`src/hdl/ledfd_pkg.sv`:
```
`timescale 1ns / 1ps

package ledfd_pkg;

  localparam int unsigned MaxPixels = 1024;
  localparam int unsigned PixW      = $clog2(MaxPixels);
  localparam int unsigned LimitW    = 11;
  localparam int unsigned AddrW     = 3;

  localparam logic [LimitW-1:0] PixelLimitReset = LimitW'(300);
  localparam logic [LimitW-1:0] MaxPixelsLim    = LimitW'(MaxPixels);

  localparam logic [7:0] ChrUpperA = 8'h41;  // 'A'
  localparam logic [7:0] ChrLowerD = 8'h64;  // 'd'
  localparam logic [7:0] ChrLowerA = 8'h61;  // 'a'
  localparam logic [7:0] ChrUpperP = 8'h50;  // 'P'
  localparam logic [7:0] ChrUpperI = 8'h49;  // 'I'
  localparam logic [7:0] ChrUpperN = 8'h4E;  // 'N'
  localparam logic [7:0] ChrUpperG = 8'h47;  // 'G'
  localparam logic [7:0] ChrLf     = 8'h0A;
  localparam logic [7:0] ChrSpace  = 8'h20;
  localparam logic [7:0] ChrTab    = 8'h09;
  localparam logic [7:0] ChrCr     = 8'h0D;
  localparam logic [7:0] ChkSalt   = 8'h55;

  localparam logic [2:0] PingDone = 3'd4;

  // register word index (paddr bit 2 upward)
  localparam logic [AddrW-3:0] RegPixelLimit = '0;

  typedef enum logic [3:0] {
    PH_HUNT,
    PH_GOT_A,
    PH_GOT_D,
    PH_GOT_LA,
    PH_GOT_HI,
    PH_GOT_LO,
    PH_DATA,
    PH_PING
  } phase_e;

  typedef enum logic [1:0] {
    CH_RED,
    CH_GREEN,
    CH_BLUE
  } channel_e;

  typedef enum logic {
    KIND_PIXEL,
    KIND_PING_ACK
  } kind_e;

  typedef struct packed {
    logic            valid;
    kind_e           kind;
    logic [PixW-1:0] index;
    logic [1:0]      channel;
    logic [7:0]      value;
    logic            last;
  } result_t;

  function automatic logic [7:0] ping_char(input logic [1:0] pos);
    logic [7:0] c;
    case (pos)
      2'd0:    c = ChrUpperP;
      2'd1:    c = ChrUpperI;
      2'd2:    c = ChrUpperN;
      default: c = ChrUpperG;
    endcase
    return c;
  endfunction

  function automatic logic is_blank(input logic [7:0] b);
    return (b == ChrSpace) || ((b >= ChrTab) && (b <= ChrCr));
  endfunction

endpackage

```
`src/hdl/ledfd_parser.sv`:
```
`timescale 1ns / 1ps

module ledfd_parser import ledfd_pkg::*; (
  input  logic              clk_i,
  input  logic              rst_ni,
  input  logic              step_i,
  input  logic [7:0]        byte_i,
  input  logic [LimitW-1:0] pixel_limit_i,
  output result_t           res_o
);

  phase_e            phase_q, phase_d;
  logic [7:0]        hi_q, hi_d;
  logic [7:0]        lo_q, lo_d;
  logic [PixW-1:0]   last_pix_q, last_pix_d;
  logic [PixW-1:0]   pix_q, pix_d;
  logic [1:0]        chan_q, chan_d;
  logic [2:0]        ping_q, ping_d;
  logic              spoil_q, spoil_d;

  logic [PixW-1:0]   lim_m1;
  logic [15:0]       count_raw;
  logic              data_last;

  // clamp the limit into 1..MaxPixels, kept as limit-1
  always_comb begin
    if (pixel_limit_i == '0) begin
      lim_m1 = '0;
    end else if (pixel_limit_i > MaxPixelsLim) begin
      lim_m1 = PixW'(MaxPixels - 1);
    end else begin
      lim_m1 = PixW'(pixel_limit_i - LimitW'(1));
    end
  end

  assign count_raw = {hi_q, lo_q};
  assign data_last = (pix_q == last_pix_q) && (chan_q == CH_BLUE);

  // next state
  always_comb begin
    phase_d    = phase_q;
    hi_d       = hi_q;
    lo_d       = lo_q;
    last_pix_d = last_pix_q;
    pix_d      = pix_q;
    chan_d     = chan_q;
    ping_d     = ping_q;
    spoil_d    = spoil_q;
    if (step_i) begin
      case (phase_q)
        PH_HUNT: begin
          if (byte_i == ChrUpperA) begin
            phase_d = PH_GOT_A;
          end else if (byte_i == ChrUpperP) begin
            phase_d = PH_PING;
            ping_d  = 3'd1;
            spoil_d = 1'b0;
          end
        end
        PH_GOT_A: begin
          phase_d = (byte_i == ChrLowerD) ? PH_GOT_D : PH_HUNT;
        end
        PH_GOT_D: begin
          phase_d = (byte_i == ChrLowerA) ? PH_GOT_LA : PH_HUNT;
        end
        PH_GOT_LA: begin
          hi_d    = byte_i;
          phase_d = PH_GOT_HI;
        end
        PH_GOT_HI: begin
          lo_d    = byte_i;
          phase_d = PH_GOT_LO;
        end
        PH_GOT_LO: begin
          if (byte_i != (hi_q ^ lo_q ^ ChkSalt)) begin
            phase_d = PH_HUNT;
          end else begin
            // count = raw + 1 clamped to limit, stored as last pixel index
            last_pix_d = (count_raw > 16'(lim_m1)) ? lim_m1 : count_raw[PixW-1:0];
            pix_d      = '0;
            chan_d     = CH_RED;
            phase_d    = PH_DATA;
          end
        end
        PH_DATA: begin
          if (data_last) begin
            phase_d = PH_HUNT;
            pix_d   = '0;
            chan_d  = CH_RED;
          end else if (chan_q == CH_BLUE) begin
            pix_d  = pix_q + PixW'(1);
            chan_d = CH_RED;
          end else begin
            chan_d = chan_q + 2'd1;
          end
        end
        PH_PING: begin
          if (byte_i == ChrLf) begin
            phase_d = PH_HUNT;
            ping_d  = '0;
            spoil_d = 1'b0;
          end else if (ping_q < PingDone) begin
            if (byte_i == ping_char(ping_q[1:0])) begin
              ping_d = ping_q + 3'd1;
            end else begin
              spoil_d = 1'b1;
            end
          end else if (!is_blank(byte_i)) begin
            spoil_d = 1'b1;
          end
        end
        default: begin
          phase_d = PH_HUNT;
        end
      endcase
    end
  end

  // result
  always_comb begin
    res_o = '0;
    case (phase_q)
      PH_DATA: begin
        res_o.valid   = step_i;
        res_o.kind    = KIND_PIXEL;
        res_o.index   = pix_q;
        res_o.channel = chan_q;
        res_o.value   = byte_i;
        res_o.last    = data_last;
      end
      PH_PING: begin
        res_o.valid = step_i && (byte_i == ChrLf) && !spoil_q && (ping_q == PingDone);
        res_o.kind  = KIND_PING_ACK;
      end
      default: begin
        res_o = '0;
      end
    endcase
  end

  always_ff @(posedge clk_i or negedge rst_ni) begin
    if (!rst_ni) begin
      phase_q    <= PH_HUNT;
      hi_q       <= '0;
      lo_q       <= '0;
      last_pix_q <= '0;
      pix_q      <= '0;
      chan_q     <= '0;
      ping_q     <= '0;
      spoil_q    <= 1'b0;
    end else begin
      phase_q    <= phase_d;
      hi_q       <= hi_d;
      lo_q       <= lo_d;
      last_pix_q <= last_pix_d;
      pix_q      <= pix_d;
      chan_q     <= chan_d;
      ping_q     <= ping_d;
      spoil_q    <= spoil_d;
    end
  end

  a_chan_range: assert property (@(posedge clk_i) disable iff (!rst_ni)
    phase_q == PH_DATA |-> chan_q != 2'd3)
    else $error("color channel out of range");

  a_pix_bound: assert property (@(posedge clk_i) disable iff (!rst_ni)
    phase_q == PH_DATA |-> pix_q <= last_pix_q)
    else $error("pixel index ran past frame end");

  a_ping_bound: assert property (@(posedge clk_i) disable iff (!rst_ni)
    ping_q <= PingDone)
    else $error("ping progress overflow");

endmodule

```
`src/hdl/led_frame_deframer.sv`:
```
`timescale 1ns / 1ps

// Channel  | Direction | Handshake            | Payload
// ---------+-----------+----------------------+------------------------------------------
// in       | input     | in_valid_i/in_stall_o | rx_byte_i
// out      | output    | out_valid_o/out_stall_i | result_kind_o, pixel_index_o,
//          |           |                      | color_channel_o, pixel_value_o, frame_last_o
// cfg      | input     | APB psel/penable     | pixel_limit at address 0
//
// One byte per cycle sustained while out_stall_i stays low; a request passes an
// input register, then the header/ping parser, then the result register, which
// drives the outputs.
// Reset puts the parser in header hunt and pixel_limit back to 300.
// A stalled result holds the result register; one more byte waits in the input
// register, after which in_stall_o rises.

module led_frame_deframer import ledfd_pkg::*; (
  input  logic              clk_i,
  input  logic              rst_ni,
  input  logic              in_valid_i,
  output logic              in_stall_o,
  input  logic [7:0]        rx_byte_i,
  output logic              out_valid_o,
  input  logic              out_stall_i,
  output logic              result_kind_o,
  output logic [PixW-1:0]   pixel_index_o,
  output logic [1:0]        color_channel_o,
  output logic [7:0]        pixel_value_o,
  output logic              frame_last_o,
  input  logic              psel,
  input  logic              penable,
  input  logic              pwrite,
  input  logic [AddrW-1:0]  paddr,
  input  logic [31:0]       pwdata,
  output logic [31:0]       prdata,
  output logic              pready
);

  logic [LimitW-1:0] limit_q;
  logic              s1_valid_q;
  logic [7:0]        s1_byte_q;
  result_t           res;
  result_t           out_q;
  logic              out_free;
  logic              step;
  logic              in_accept;
  logic              reg_hit;

  // configuration
  assign pready  = 1'b1;
  assign reg_hit = (paddr[AddrW-1:2] == RegPixelLimit);
  assign prdata  = reg_hit ? 32'(limit_q) : '0;

  always_ff @(posedge clk_i or negedge rst_ni) begin
    if (!rst_ni) begin
      limit_q <= PixelLimitReset;
    end else if (psel && penable && pwrite && reg_hit) begin
      limit_q <= pwdata[LimitW-1:0];
    end
  end

  // pipeline control
  assign out_free   = !out_q.valid || !out_stall_i;
  assign step       = s1_valid_q && out_free;
  assign in_stall_o = s1_valid_q && !out_free;
  assign in_accept  = in_valid_i && !in_stall_o;

  always_ff @(posedge clk_i or negedge rst_ni) begin
    if (!rst_ni) begin
      s1_valid_q <= 1'b0;
    end else if (!in_stall_o) begin
      s1_valid_q <= in_valid_i;
    end
  end

  always_ff @(posedge clk_i) begin
    if (in_accept) begin
      s1_byte_q <= rx_byte_i;
    end
  end

  ledfd_parser u_parser (
    .clk_i         (clk_i),
    .rst_ni        (rst_ni),
    .step_i        (step),
    .byte_i        (s1_byte_q),
    .pixel_limit_i (limit_q),
    .res_o         (res)
  );

  always_ff @(posedge clk_i or negedge rst_ni) begin
    if (!rst_ni) begin
      out_q <= '0;
    end else if (out_free) begin
      out_q <= res;
    end
  end

  assign out_valid_o     = out_q.valid;
  assign result_kind_o   = out_q.kind;
  assign pixel_index_o   = out_q.index;
  assign color_channel_o = out_q.channel;
  assign pixel_value_o   = out_q.value;
  assign frame_last_o    = out_q.last;

  a_ack_clean: assert property (@(posedge clk_i) disable iff (!rst_ni)
    out_q.valid && out_q.kind == KIND_PING_ACK |->
      out_q.index == '0 && out_q.channel == '0 && out_q.value == '0 && !out_q.last)
    else $error("ping acknowledge carries pixel fields");

  a_hold_pending: assert property (@(posedge clk_i) disable iff (!rst_ni)
    s1_valid_q && !out_free |=> s1_valid_q && $stable(s1_byte_q))
    else $error("pending byte lost while result stalled");

  a_no_step_empty: assert property (@(posedge clk_i) disable iff (!rst_ni)
    res.valid |-> step)
    else $error("result produced without a byte");

endmodule
```
`config.mk`:
```
export PLATFORM = sky130hd
export DESIGN_NAME = led_frame_deframer
export DESIGN_NICKNAME = d
export VERILOG_FILES = /design/src/hdl/ledfd_pkg.sv /design/src/hdl/ledfd_parser.sv /design/src/hdl/led_frame_deframer.sv
export SDC_FILE = /design/constraint.sdc
export NUM_CORES = 1
export LEC_CHECK = 0
export ABC_CLOCK_PERIOD_IN_PS = 3470
export BUFFER_PORTS_ARGS = -buffer_cell sky130_fd_sc_hd__clkbuf_2
export CAP_MARGIN = 20
export CORE_ASPECT_RATIO = 1.75
export CORE_MARGIN = 2
export CORE_UTILIZATION = 50
export CTS_BUF_LIST = sky130_fd_sc_hd__clkbuf_16
export CTS_CLUSTER_DIAMETER = 200
export CTS_CLUSTER_SIZE = 25
export DETAILED_ROUTE_END_ITERATION = 7
export PLACE_DENSITY = 0.77
export SETUP_SLACK_MARGIN = 0.02
export SYNTH_ARGS = -nofsm -noshare
export SYNTH_HDL_FRONTEND = slang
export SYNTH_SLANG_ARGS = --single-unit
```
`constraint.sdc`:
```
create_clock -name clk_i -period 3.47 [get_ports clk_i]
set_input_delay 0.5205 -clock clk_i [delete_from_list [all_inputs] [get_ports clk_i]]
set_output_delay 0.5205 -clock clk_i [all_outputs]
set_load 0.005 [all_outputs]
```
==> After elaboration in Yosys (flattened, before gate mapping) <==
Index checks and enable logic that the tools add are counted.
{ "word_totals": {"register_bits": 89, "output_inout_bits": 57, "elab_cells": 132} }
{ "op_classes": {"n_addsub": 4, "magnitude_cmp": 5, "n_eq_ne": 31, "mux": 40, "bitwise": 4, "reduce_logical": 31} }
{ "op_table": {"columns": ["cell", "n"], "rows": [
  ["two-way mux 10 bit", 6],
  ["== test 8 x 7 -> 1 bit (second input constant)", 4],
  ["two-way mux 8 bit", 4],
  ["case mux 4 bit (8 select lines)", 1],
  ["two-way mux 21 bit", 1],
  ["case mux 10 bit (2 select lines)", 1],
  ["two-way mux 3 bit", 6],
  ["== test 4 x 3 -> 1 bit (second input constant)", 4],
  ["greater-than comparator 16 x 10 -> 1 bit", 1],
  ["two-way mux 4 bit", 4],
  ["case mux 5 bit (3 select lines)", 1],
  ["!= test 3 x 1 -> 1 bit (second input constant)", 4],
  ["AND reduction 6 bit", 2],
  ["greater-than comparator 11 bit (second input constant)", 1],
  ["logical AND 1 bit", 11],
  ["zero test 11 bit", 1],
  ["two-way mux 11 bit", 1],
  ["adder 10 x 1 -> 10 bit (second input constant)", 1],
  ["== test 10 bit", 1],
  ["two-way mux 2 bit", 5],
  ["subtractor 10 x 1 -> 10 bit (second input constant)", 1],
  ["== test 4 x 2 -> 1 bit (second input constant)", 2],
  ["== test 8 x 4 -> 1 bit (second input constant)", 1],
  ["== test 8 x 6 -> 1 bit (second input constant)", 1],
  ["30 further kinds", 50]
]} }

==> Longest topological paths before layout <==
Gate-level depths: netlist of the first run.
{ "logic_depth": {"word_depth": 11, "mapped_depth": 15, "depth_no_buf": 13} }

==> Modules after synthesis <==
Synthesis of the first run repeated with hierarchy kept, for this count alone.
{ "hier_totals": {"cells_unflattened": 503, "area_unflattened_um2": 5320.1} }
{ "modules_own_cells": {"columns": ["mod", "instances", "cells_each", "area_each_um2"], "rows": [
  ["ledfd_parser", 1, 381, 3443.3],
  ["led_frame_deframer", 1, 122, 1876.8]
]} }

==> Least setup slack after synthesis of the first run <==
No wires, ideal clock.
{ "synth_path": {"path_type": "flip-flop to flip-flop", "from": "register limit_q[0]", "to": "register u_parser.last_pix_q[7]", "setup_ps": 125, "t_arrival_ps": 3712, "required_ps": 3345, "slack_ps": -367, "path_stages_with_launch": 16, "n_path_buf": 2, "synth_period_minus_slack_ps": 3837, "path_cell_list": "dfrtp_1 inv_1 ha_1 clkbuf_1 nor4b_1 nand3_1 nor2_1 o21a_1 ha_1 a211oi_1 nor2_1 or4b_2 o22a_1 buf_2 mux2i_1 mux2_2"} }
{ "synth_via": {"elab_chain_len": 5, "word_cells_on_any_way": 7, "classes_between": "add/sub: 1; order compare: 2; mux: 3; reduce/logical: 1"} }
{ "synth_lines": {"columns": ["element", "line_no", "rtl"], "rows": [
  ["from (decl)", "led_frame_deframer.sv:39", "logic [LimitW-1:0] limit_q;"],
  ["from (signal assigned)", "led_frame_deframer.sv:56", "limit_q <= PixelLimitReset;"],
  ["from (signal assigned)", "led_frame_deframer.sv:58", "limit_q <= pwdata[LimitW-1:0];"],
  ["subtractor 10 x 1 -> 10 bit / greater-than comparator 11 bit (equally long branches)", "ledfd_parser.sv:32, ledfd_parser.sv:29", null],
  ["two-way mux 10 bit", "ledfd_parser.sv:29", "end else if (pixel_limit_i > MaxPixelsLim) begin"],
  ["two-way mux 10 bit *", "ledfd_parser.sv:27", "if (pixel_limit_i == '0) begin"],
  ["greater-than comparator 16 x 10 -> 1 bit", "ledfd_parser.sv:79", "last_pix_d = (count_raw > 16'(lim_m1)) ? lim_m1 : count_raw[PixW-1:0];"],
  ["two-way mux 10 bit *", "ledfd_parser.sv:79", null],
  ["to (signal assigned)", "ledfd_parser.sv:155", "last_pix_q <= last_pix_d;"],
  ["to (decl)", "ledfd_parser.sv:15", "logic [PixW-1:0] last_pix_q, last_pix_d;"]
]} }
Mark *: on every way between the ends. The rest lies on a longest branch, timed or not.
A chain may end at the register's enable or synchronous reset.

==> Final worst setup path of the first run <==
{ "layout_path": {"from": "register limit_q[1]", "to": "register u_parser.last_pix_q[5]"} }
The elaborated chain is that of the path after synthesis.

==> results of run 1 <==
sequential cells by signal, indices dropped and copies added (netlist names), 2 cells and up:
signal               cells
u_parser.ping_q          3
limit_q                 11
u_parser.chan_q          2
s1_byte_q                8
color_channel_o          2
u_parser.phase_q         3
u_parser.hi_q            8
u_parser.last_pix_q     10
pixel_value_o            8
pixel_index_o           10
u_parser.pix_q          10
u_parser.lo_q            8
area by class of cell:
class / instances / share of cell area
timing repair buffer: 103 / 0.102
tap: 125 / 0.0255
clock buffer: 9 / 0.0367
inverter: 18 / 0.0110
clock inverter: 7 / 0.0116
sequential: 88 / 0.367
multi-input combinational: 389 / 0.447
logic make-up after synthesis:
| family | after synthesis |
|---|---|
| AOI/OAI and AO/OA | 94 |
| xor gates and xnor gates | 26 |
| adders and majority gates | 16 |
| buffers and inverters | 65 |
| DFF | 88 |
| muxes | 40 |
| other | 2 |
| and+or+nand+nor | 191 |
per-stage QoR:
step	hold slack, ps	std cells	setup WS [ps]
floorplan	225	542	25.1
global placement	458	710	-26.6
detailed placement	471	710	-138
CTS	340	733	33.7
global route	346	739	-61.2
finish	335	739	101
power by group through the flow:
stage / combinational [mW] / clock (mW) / sequential, mW
after floorplan: 1.22 / 0 / 1.49
after global placement: 1.48 / 0 / 1.59
after detailed placement: 1.55 / 0 / 1.61
after CTS: 1.59 / 0.980 / 1.59
after global routing: 1.85 / 1.02 / 1.64
final: 1.69 / 0.965 / 1.61
metal layers:
metal,share of wire,track usage,wire [µm],vias to the layer above
li1,-,-,-,1971
met1,0.37,0.236,4250,2045
met2,0.56,0.409,6440,144
met3,0.040,0.0328,466,40
met4,0.037,0.109,427,0
met5,0,0,0,-
how the worst min path moves through the flow:
stage	from	end	slack, ps	depth (start not counted)
3_3_place_gp	color_channel_o[0]	color_channel_o[0]	460	2
2_1_floorplan	rst_ni	color_channel_o[0]	220	0
4_1_cts	rx_byte_i[0]	s1_byte_q[0]	340	1
3_5_place_dp	pixel_index_o[3]	pixel_index_o[3]	470	2
5_1_grt	rx_byte_i[1]	s1_byte_q[1]	350	1
6_report	rst_ni	limit_q[1]	340	1
worst register-to-register path, stage by stage, from the launching register on:
cell and delay [ps]:
dfrtp_1 390, buf_4 160, buf_4 130, nor2_1 270, nand2_1 120, xor2_1 150
o21a_1 210, ha_4 250, a211oi_2 180, nor2_1 80, or4b_4 530, o22a_1 230
buf_6 160, mux2i_2 150, mux2_4 260
cell usage after synthesis, types with 3 or more instances:
library cell	number	area, µm²
nor4b_1	3	26.3
inv_1	18	67.6
xnor2_1	5	43.8
xor2_1	13	114
and3_1	7	43.8
dfrtp_1	76	1900
nand4b_1	4	35.0
nor2b_1	14	87.6
and2_1	6	37.5
o41ai_1	4	35.0
nor4_1	12	75.1
o21a_1	3	22.5
nor3_1	8	40.0
nand2b_1	3	18.8
nand2_1	68	255
nand3_1	11	55.1
edfxtp_1	8	240
o31ai_1	8	60.1
mux2_2	33	372
clkbuf_1	23	86.3
xnor3_1	4	90.1
mux2i_1	7	70.1
xor3_1	4	95.1
o21ai_0	43	215
dfstp_2	4	105
a21oi_1	12	60.1
buf_4	22	165
a31oi_1	7	43.8
ha_1	15	188
nand4_1	4	25.0
nor2_1	37	139
timing repair:
action                     4_1_cts  5_1_grt
setup buffers                    7        5
setup endpoints to repair       10       10
gates resized for setup          5       13
gates cloned                     0        1
pin swaps                        3       10
==> metrics.md, run 1 <==
| Metric | Value |
|---|---|
| Peak Freq | `0.297 GHz` |
| # nets final | `674` |
| Dpl cell area | `5640 µm²` |
| ANT nets after route | `0` |
| Slowest CP cell | `or4b_4` |
| Post-synth ARST share | `0.909` |
| Crit path cell chain | `buf_4 > buf_4 > nor2_1 > nand2_1 > xor2_1 > o21a_1 > ha_4 > a211oi_2 > nor2_1 > or4b_4 > o22a_1 > buf_6 > mux2i_2 > mux2_4` |
| Worst R2R End | `u_parser.last_pix_q[5]` |
| Register area share after synthesis | `0.440` |
| WP data arrival | `3600 ps` |
| CTS sink cnt | `88` |
| Main combinational cell family by area after synthesis | `simple AND/OR/NAND/NOR gates` |
| Post-synth EDFFs | `8` |
| Fin Setup TNS | `0 ps` |
| Final instance area | `6130 µm²` |
| Final Core Density | `0.618` |
| Post-Synthesis Cells | `522` |
| Final total power | `4.26 mW` |
| Worst Path Buf+Inv | `3` |
| Power share of the clock group | `0.227` |
| Critical R2R Launch | `limit_q[1]` |
| Worst skew pair latency | `350 ps` |
| Crit path launch | `limit_q[1]` |
| Critical path depth | `14` |
| Hold Path Class | `in -> async` |
| RSZ-0062 raised after global routing | `yes` |
| Initial drt markers | `334` |
| Slew margin rel. | `0.334` |
| Die area | `11100 µm²` |
| Sequential power share | `0.377` |
| First-pass GRT wire length | `18.8 mm` |
| Reg2Reg Depth | `14` |
| Synth warnings | `0` |
| H-tree depth | `3` |
| Share of layout cells above drive strength 1 | `0.300` |
| Period utilization | `0.971` |
| Final hold violations | `0` |
| Max Cap Viol | `0` |
| Maximum VDD drop | `0.000353 V` |
| Grt total ovfl | `0` |
| Final setup vio count | `0` |
| Mux share of post-synthesis cell area | `0.0864` |
| Worst slew pin tran | `999 ps` |
| Switch Pwr | `1.55 mW` |
| Power per cell area | `695 nW/µm²` |
| Switching Share | `0.363` |
| Pre-antenna DRT Iters | `4` |
| Root buf cell | `clkbuf_16` |
| Status | `finished clean` |
| TritonCTS clock tree | `yes` |
| Initial Util | `0.516` |
| Reg-to-reg slack, setup | `100 ps` |
| Simple-Gate Fraction of Synth Area | `0.189` |
| Final min period | `3370 ps` |
| Int Pwr | `2.71 mW` |
| Area of the multi-input gates | `2740 µm²` |
| Critical path type | `reg -> reg` |
| Syn avg cell area | `9.79 µm²` |
| Post-Syn Area | `5110 µm²` |
| Synth Area in Compound Gates | `0.114` |
| GRT Total Usage | `0.220` |
| Worst setup endpoint | `u_parser.last_pix_q[5]` |
| Drt wl/cell | `15.7 µm` |
| Netlist cell types | `60` |
| Cell family with most CP delay | `simple AND/OR/NAND/NOR gates` |
| Vias per inst | `5.68` |
| Worst Setup Start Kind | `flip-flop` |
| CP endpoint kind | `flip-flop` |
| Cts bufs inserted | `9` |
| Core ar. | `9910 µm²` |
| Post-Route WL | `11.6 mm` |
| Clock-pin slew on the worst setup and hold paths | `60 ps` |
| Ports | `107` |
| Layout area overhead | `19.9%` |
| XOR/XNOR Fraction of Synth Area | `0.0671` |
| Synth Register Bits | `88` |
| Cts hold-fix bufs | `0` |
| Dominant synthesized flop cell | `dfrtp_1` |
| Leakage power | `2.96 nW` |
| Std-Cell Rows | `48` |
| Max-slew violations | `0` |
| CTS Buffer Depth | `2` |
| Initial antenna violation count | `0` |
| Chip Width | `80.4 µm` |
| Post-Synth Adder-Cell Area | `0.0387` |
| Chip height | `138 µm` |
| Worst path max stage delay | `530 ps` |
| Peak fanout along the critical path | `7` |
| Largest net degree at the start of global routing | `81` |
| Ant diodes | `0` |
| Most frequent cells in the layout | `dfrtp_1 (76), nand2_1 (67), clkbuf_2 (60)` |
| Register Area | `2250 µm²` |
| Fill cell count | `801` |
| Worst EP required | `3700 ps` |
| PortBufs | `61` |
| Dpl hpwl | `8.37 mm` |
| Vias in the first global route | `4070` |
| Combinational Power Share | `0.396` |
| Final routed DRC violation total | `0` |
| Setup Skew | `8.09 ps` |
| Via count | `4200` |
| Most common cell after layout, fill and taps aside | `dfrtp_1` |
| Gp weighted congestion | `0.940` |
Note: power is estimated with default switching activity, not from simulation.
==> inputs of run 2 (changes only) <==
CORE_MARGIN = unset   (was 2)
CTS_CLUSTER_SIZE = unset   (was 25)
PLACE_DENSITY = unset   (was 0.77)
PLACE_DENSITY_LB_ADDON = 0.05   (was unset)
==> run 2 against run 1 <==
Effect of this change:
- via count fell by 3.5%
- critical path depth stayed put
- worst hold slack worse by 220 ps
- count of clock-buffer cells in the layout unchanged
- total power is 3.6% higher
- first-iteration DRC count down 36%
- core utilization increased by 1.6 points
- sequential share of layout area shrank 0.90 points
- largest cell class unchanged
==> metrics.md, run 2 (synthesis results as in run 1) <==
| Metric | Value |
|---|---|
| Initial antenna violation count | `0 (unchanged)` |
| Chip height | `136 µm (was 138 µm)` |
| Chip Width | `78.4 µm (was 80.4 µm)` |
| Ports | `107 (unchanged)` |
| Critical R2R Launch | `limit_q[0] (was limit_q[1])` |
| Core ar. | `9910 µm² (unchanged)` |
| Post-Layout Cell Count | `742 (was 739)` |
| Slew margin rel. | `0.402 (was 0.334)` |
| Status | `finished clean (unchanged)` |
| Reg-to-reg slack, setup | `70 ps (was 100 ps)` |
| Root buf cell | `clkbuf_16 (unchanged)` |
| WP data arrival | `3620 ps (was 3600 ps)` |
| Final setup vio count | `0 (unchanged)` |
| Dpl hpwl | `8.22 mm (was 8.37 mm)` |
| Top reg by flops | `limit_q (unchanged)` |
| Initial Util | `0.516 (unchanged)` |
| Critical path type | `reg -> reg (unchanged)` |
| Worst Setup Start Kind | `flip-flop (unchanged)` |
| Leakage power | `3.02 nW (was 2.96 nW)` |
| TritonCTS clock tree | `yes (unchanged)` |
| Period utilization | `0.980 (was 0.971)` |
| # nets final | `677 (was 674)` |
| Vias per inst | `5.46 (was 5.68)` |
| Pre-antenna DRT Iters | `4 (unchanged)` |
| Max-slew violations | `0 (unchanged)` |
| Placed Cells | `712 (was 710)` |
| H-tree depth | `3 (unchanged)` |
| Crit path launch | `limit_q[0] (was limit_q[1])` |
| Final routed DRC violation total | `0 (unchanged)` |
| Die area | `10600 µm² (was 11100 µm²)` |
| Grt total ovfl | `0 (unchanged)` |
| CP endpoint kind | `flip-flop (unchanged)` |
| Post-Route WL | `11.7 mm (was 11.6 mm)` |
| Worst EP required | `3690 ps (was 3700 ps)` |
| Hold Path Class | `in -> async (unchanged)` |
| Peak Freq | `0.294 GHz (was 0.297 GHz)` |
| Layout area overhead | `23.0% (was 19.9%)` |
| Worst R2R End | `u_parser.last_pix_q[9] (was u_parser.last_pix_q[5])` |
| Gp weighted congestion | `0.827 (was 0.940)` |
| Most frequent cells in the layout | `dfrtp_1 (75), nand2_1 (66), clkbuf_2 (60) (was dfrtp_1 (76), nand2_1 (67), clkbuf_2 (60))` |
| PortBufs | `61 (unchanged)` |
| Reg2Reg Depth | `14 (unchanged)` |
| Worst slew pin tran | `897 ps (was 999 ps)` |
| RSZ-0062 raised after global routing | `yes (unchanged)` |
| Pre-CTS setup slack | `-118 ps (was -138 ps)` |
| Worst setup endpoint | `u_parser.last_pix_q[9] (was u_parser.last_pix_q[5])` |
| CTS sink cnt | `88 (unchanged)` |
| Largest net degree at the start of global routing | `81 (unchanged)` |
| Worst skew pair latency | `340 ps (was 350 ps)` |
| Setup Skew | `10.2 ps (was 8.09 ps)` |
| Ant diodes | `0 (unchanged)` |
| Drt wl/cell | `15.8 µm (was 15.7 µm)` |
| ANT nets after route | `0 (unchanged)` |
| Maximum VDD drop | `0.000453 V (was 0.000353 V)` |
| Final min period | `3400 ps (was 3370 ps)` |
| Vias in the first global route | `3947 (was 4070)` |
| GRT Total Usage | `0.235 (was 0.220)` |
| First-pass GRT wire length | `19.1 mm (was 18.8 mm)` |
| Initial drt markers | `214 (was 334)` |
| Via count | `4053 (was 4200)` |
| Max FFs per register | `11 (unchanged)` |
| Cts bufs inserted | `9 (unchanged)` |
| Share of layout cells above drive strength 1 | `0.318 (was 0.300)` |
| CTS Buffer Depth | `2 (unchanged)` |
| Clock-pin slew on the worst setup and hold paths | `70 ps (was 60 ps)` |
| Std-Cell Rows | `48 (unchanged)` |
| Most common cell after layout, fill and taps aside | `dfrtp_1 (unchanged)` |
| Peak fanout along the critical path | `7 (unchanged)` |
| Worst setup margin | `69.7 ps (was 101 ps)` |
| Final hold violations | `0 (unchanged)` |
| Max Cap Viol | `0 (unchanged)` |
| Power per cell area | `702 nW/µm² (was 695 nW/µm²)` |
run 2: how the worst min path moves through the flow:
stage	from	to	slack [ps]	cells past startpoint
6_report	rst_ni	u_parser.ping_q[2]	120	1
5_1_grt	rst_ni	u_parser.hi_q[2]	150	1
4_1_cts	rx_byte_i[6]	s1_byte_q[6]	340	1
3_5_place_dp	color_channel_o[0]	color_channel_o[0]	460	2
3_3_place_gp	color_channel_o[0]	color_channel_o[0]	460	2
2_1_floorplan	rst_ni	color_channel_o[0]	220	0
run 2: power by group:
group	internal, mW	switching [mW]
combinational	0.964	0.839
clock	0.566	0.427
sequential	1.29	0.329
run 2: metrics by stage:
step	TNS (ps)	hold slack [ps]	instance area (µm²)	power, mW	util
detailed placement	-955	462	5670	3.21	0.572
global placement	-670	459	5670	3.15	0.572
finish	0	119	6290	4.41	0.634
CTS	0	336	6120	4.30	0.617
global route	-30.3	152	6290	4.69	0.634
floorplan	0	225	5240	2.71	-
run 2: layout make-up:
cell class / instances / area, µm²
clock buffers: 9 / 225
clock inverters: 7 / 77.6
fillers: 867 / 3620
inverters: 18 / 67.6
multi-input cells: 389 / 2800
flip-flops and latches: 88 / 2250
well taps: 125 / 156
repair buffers: 106 / 709
run 2: worst max-delay path: stages, from the launching register on:
cell	delay, ps
dfrtp_2	430
buf_4	150
nor4_4	260
nand2_2	130
buf_6	140
mux2_4	300
o22ai_4	180
ha_1	260
o21ai_1	100
nor2_1	80
or4b_4	480
o22a_4	230
buf_12	150
mux2i_2	140
mux2_4	260
run 2: timing repair:
action,4_1_cts,5_1_grt
cloned,1,0
endpoints found under the setup margin,10,10
endpoints found under the hold margin,0,0
pin swaps,8,16
hold buffers,0,0
gates resized for setup,13,21
setup buffers,8,6
run 2: metal layers:
| layer | global-route usage | share of wire | up-vias | routed length (µm) |
|---|---|---|---|---|
| li1 | - | - | 1975 | - |
| met1 | 0.262 | 0.40 | 1959 | 4640 |
| met2 | 0.427 | 0.54 | 94 | 6300 |
| met3 | 0.0323 | 0.028 | 25 | 327 |
| met4 | 0.121 | 0.039 | 0 | 452 |
| met5 | 0 | 0 | - | 0 |
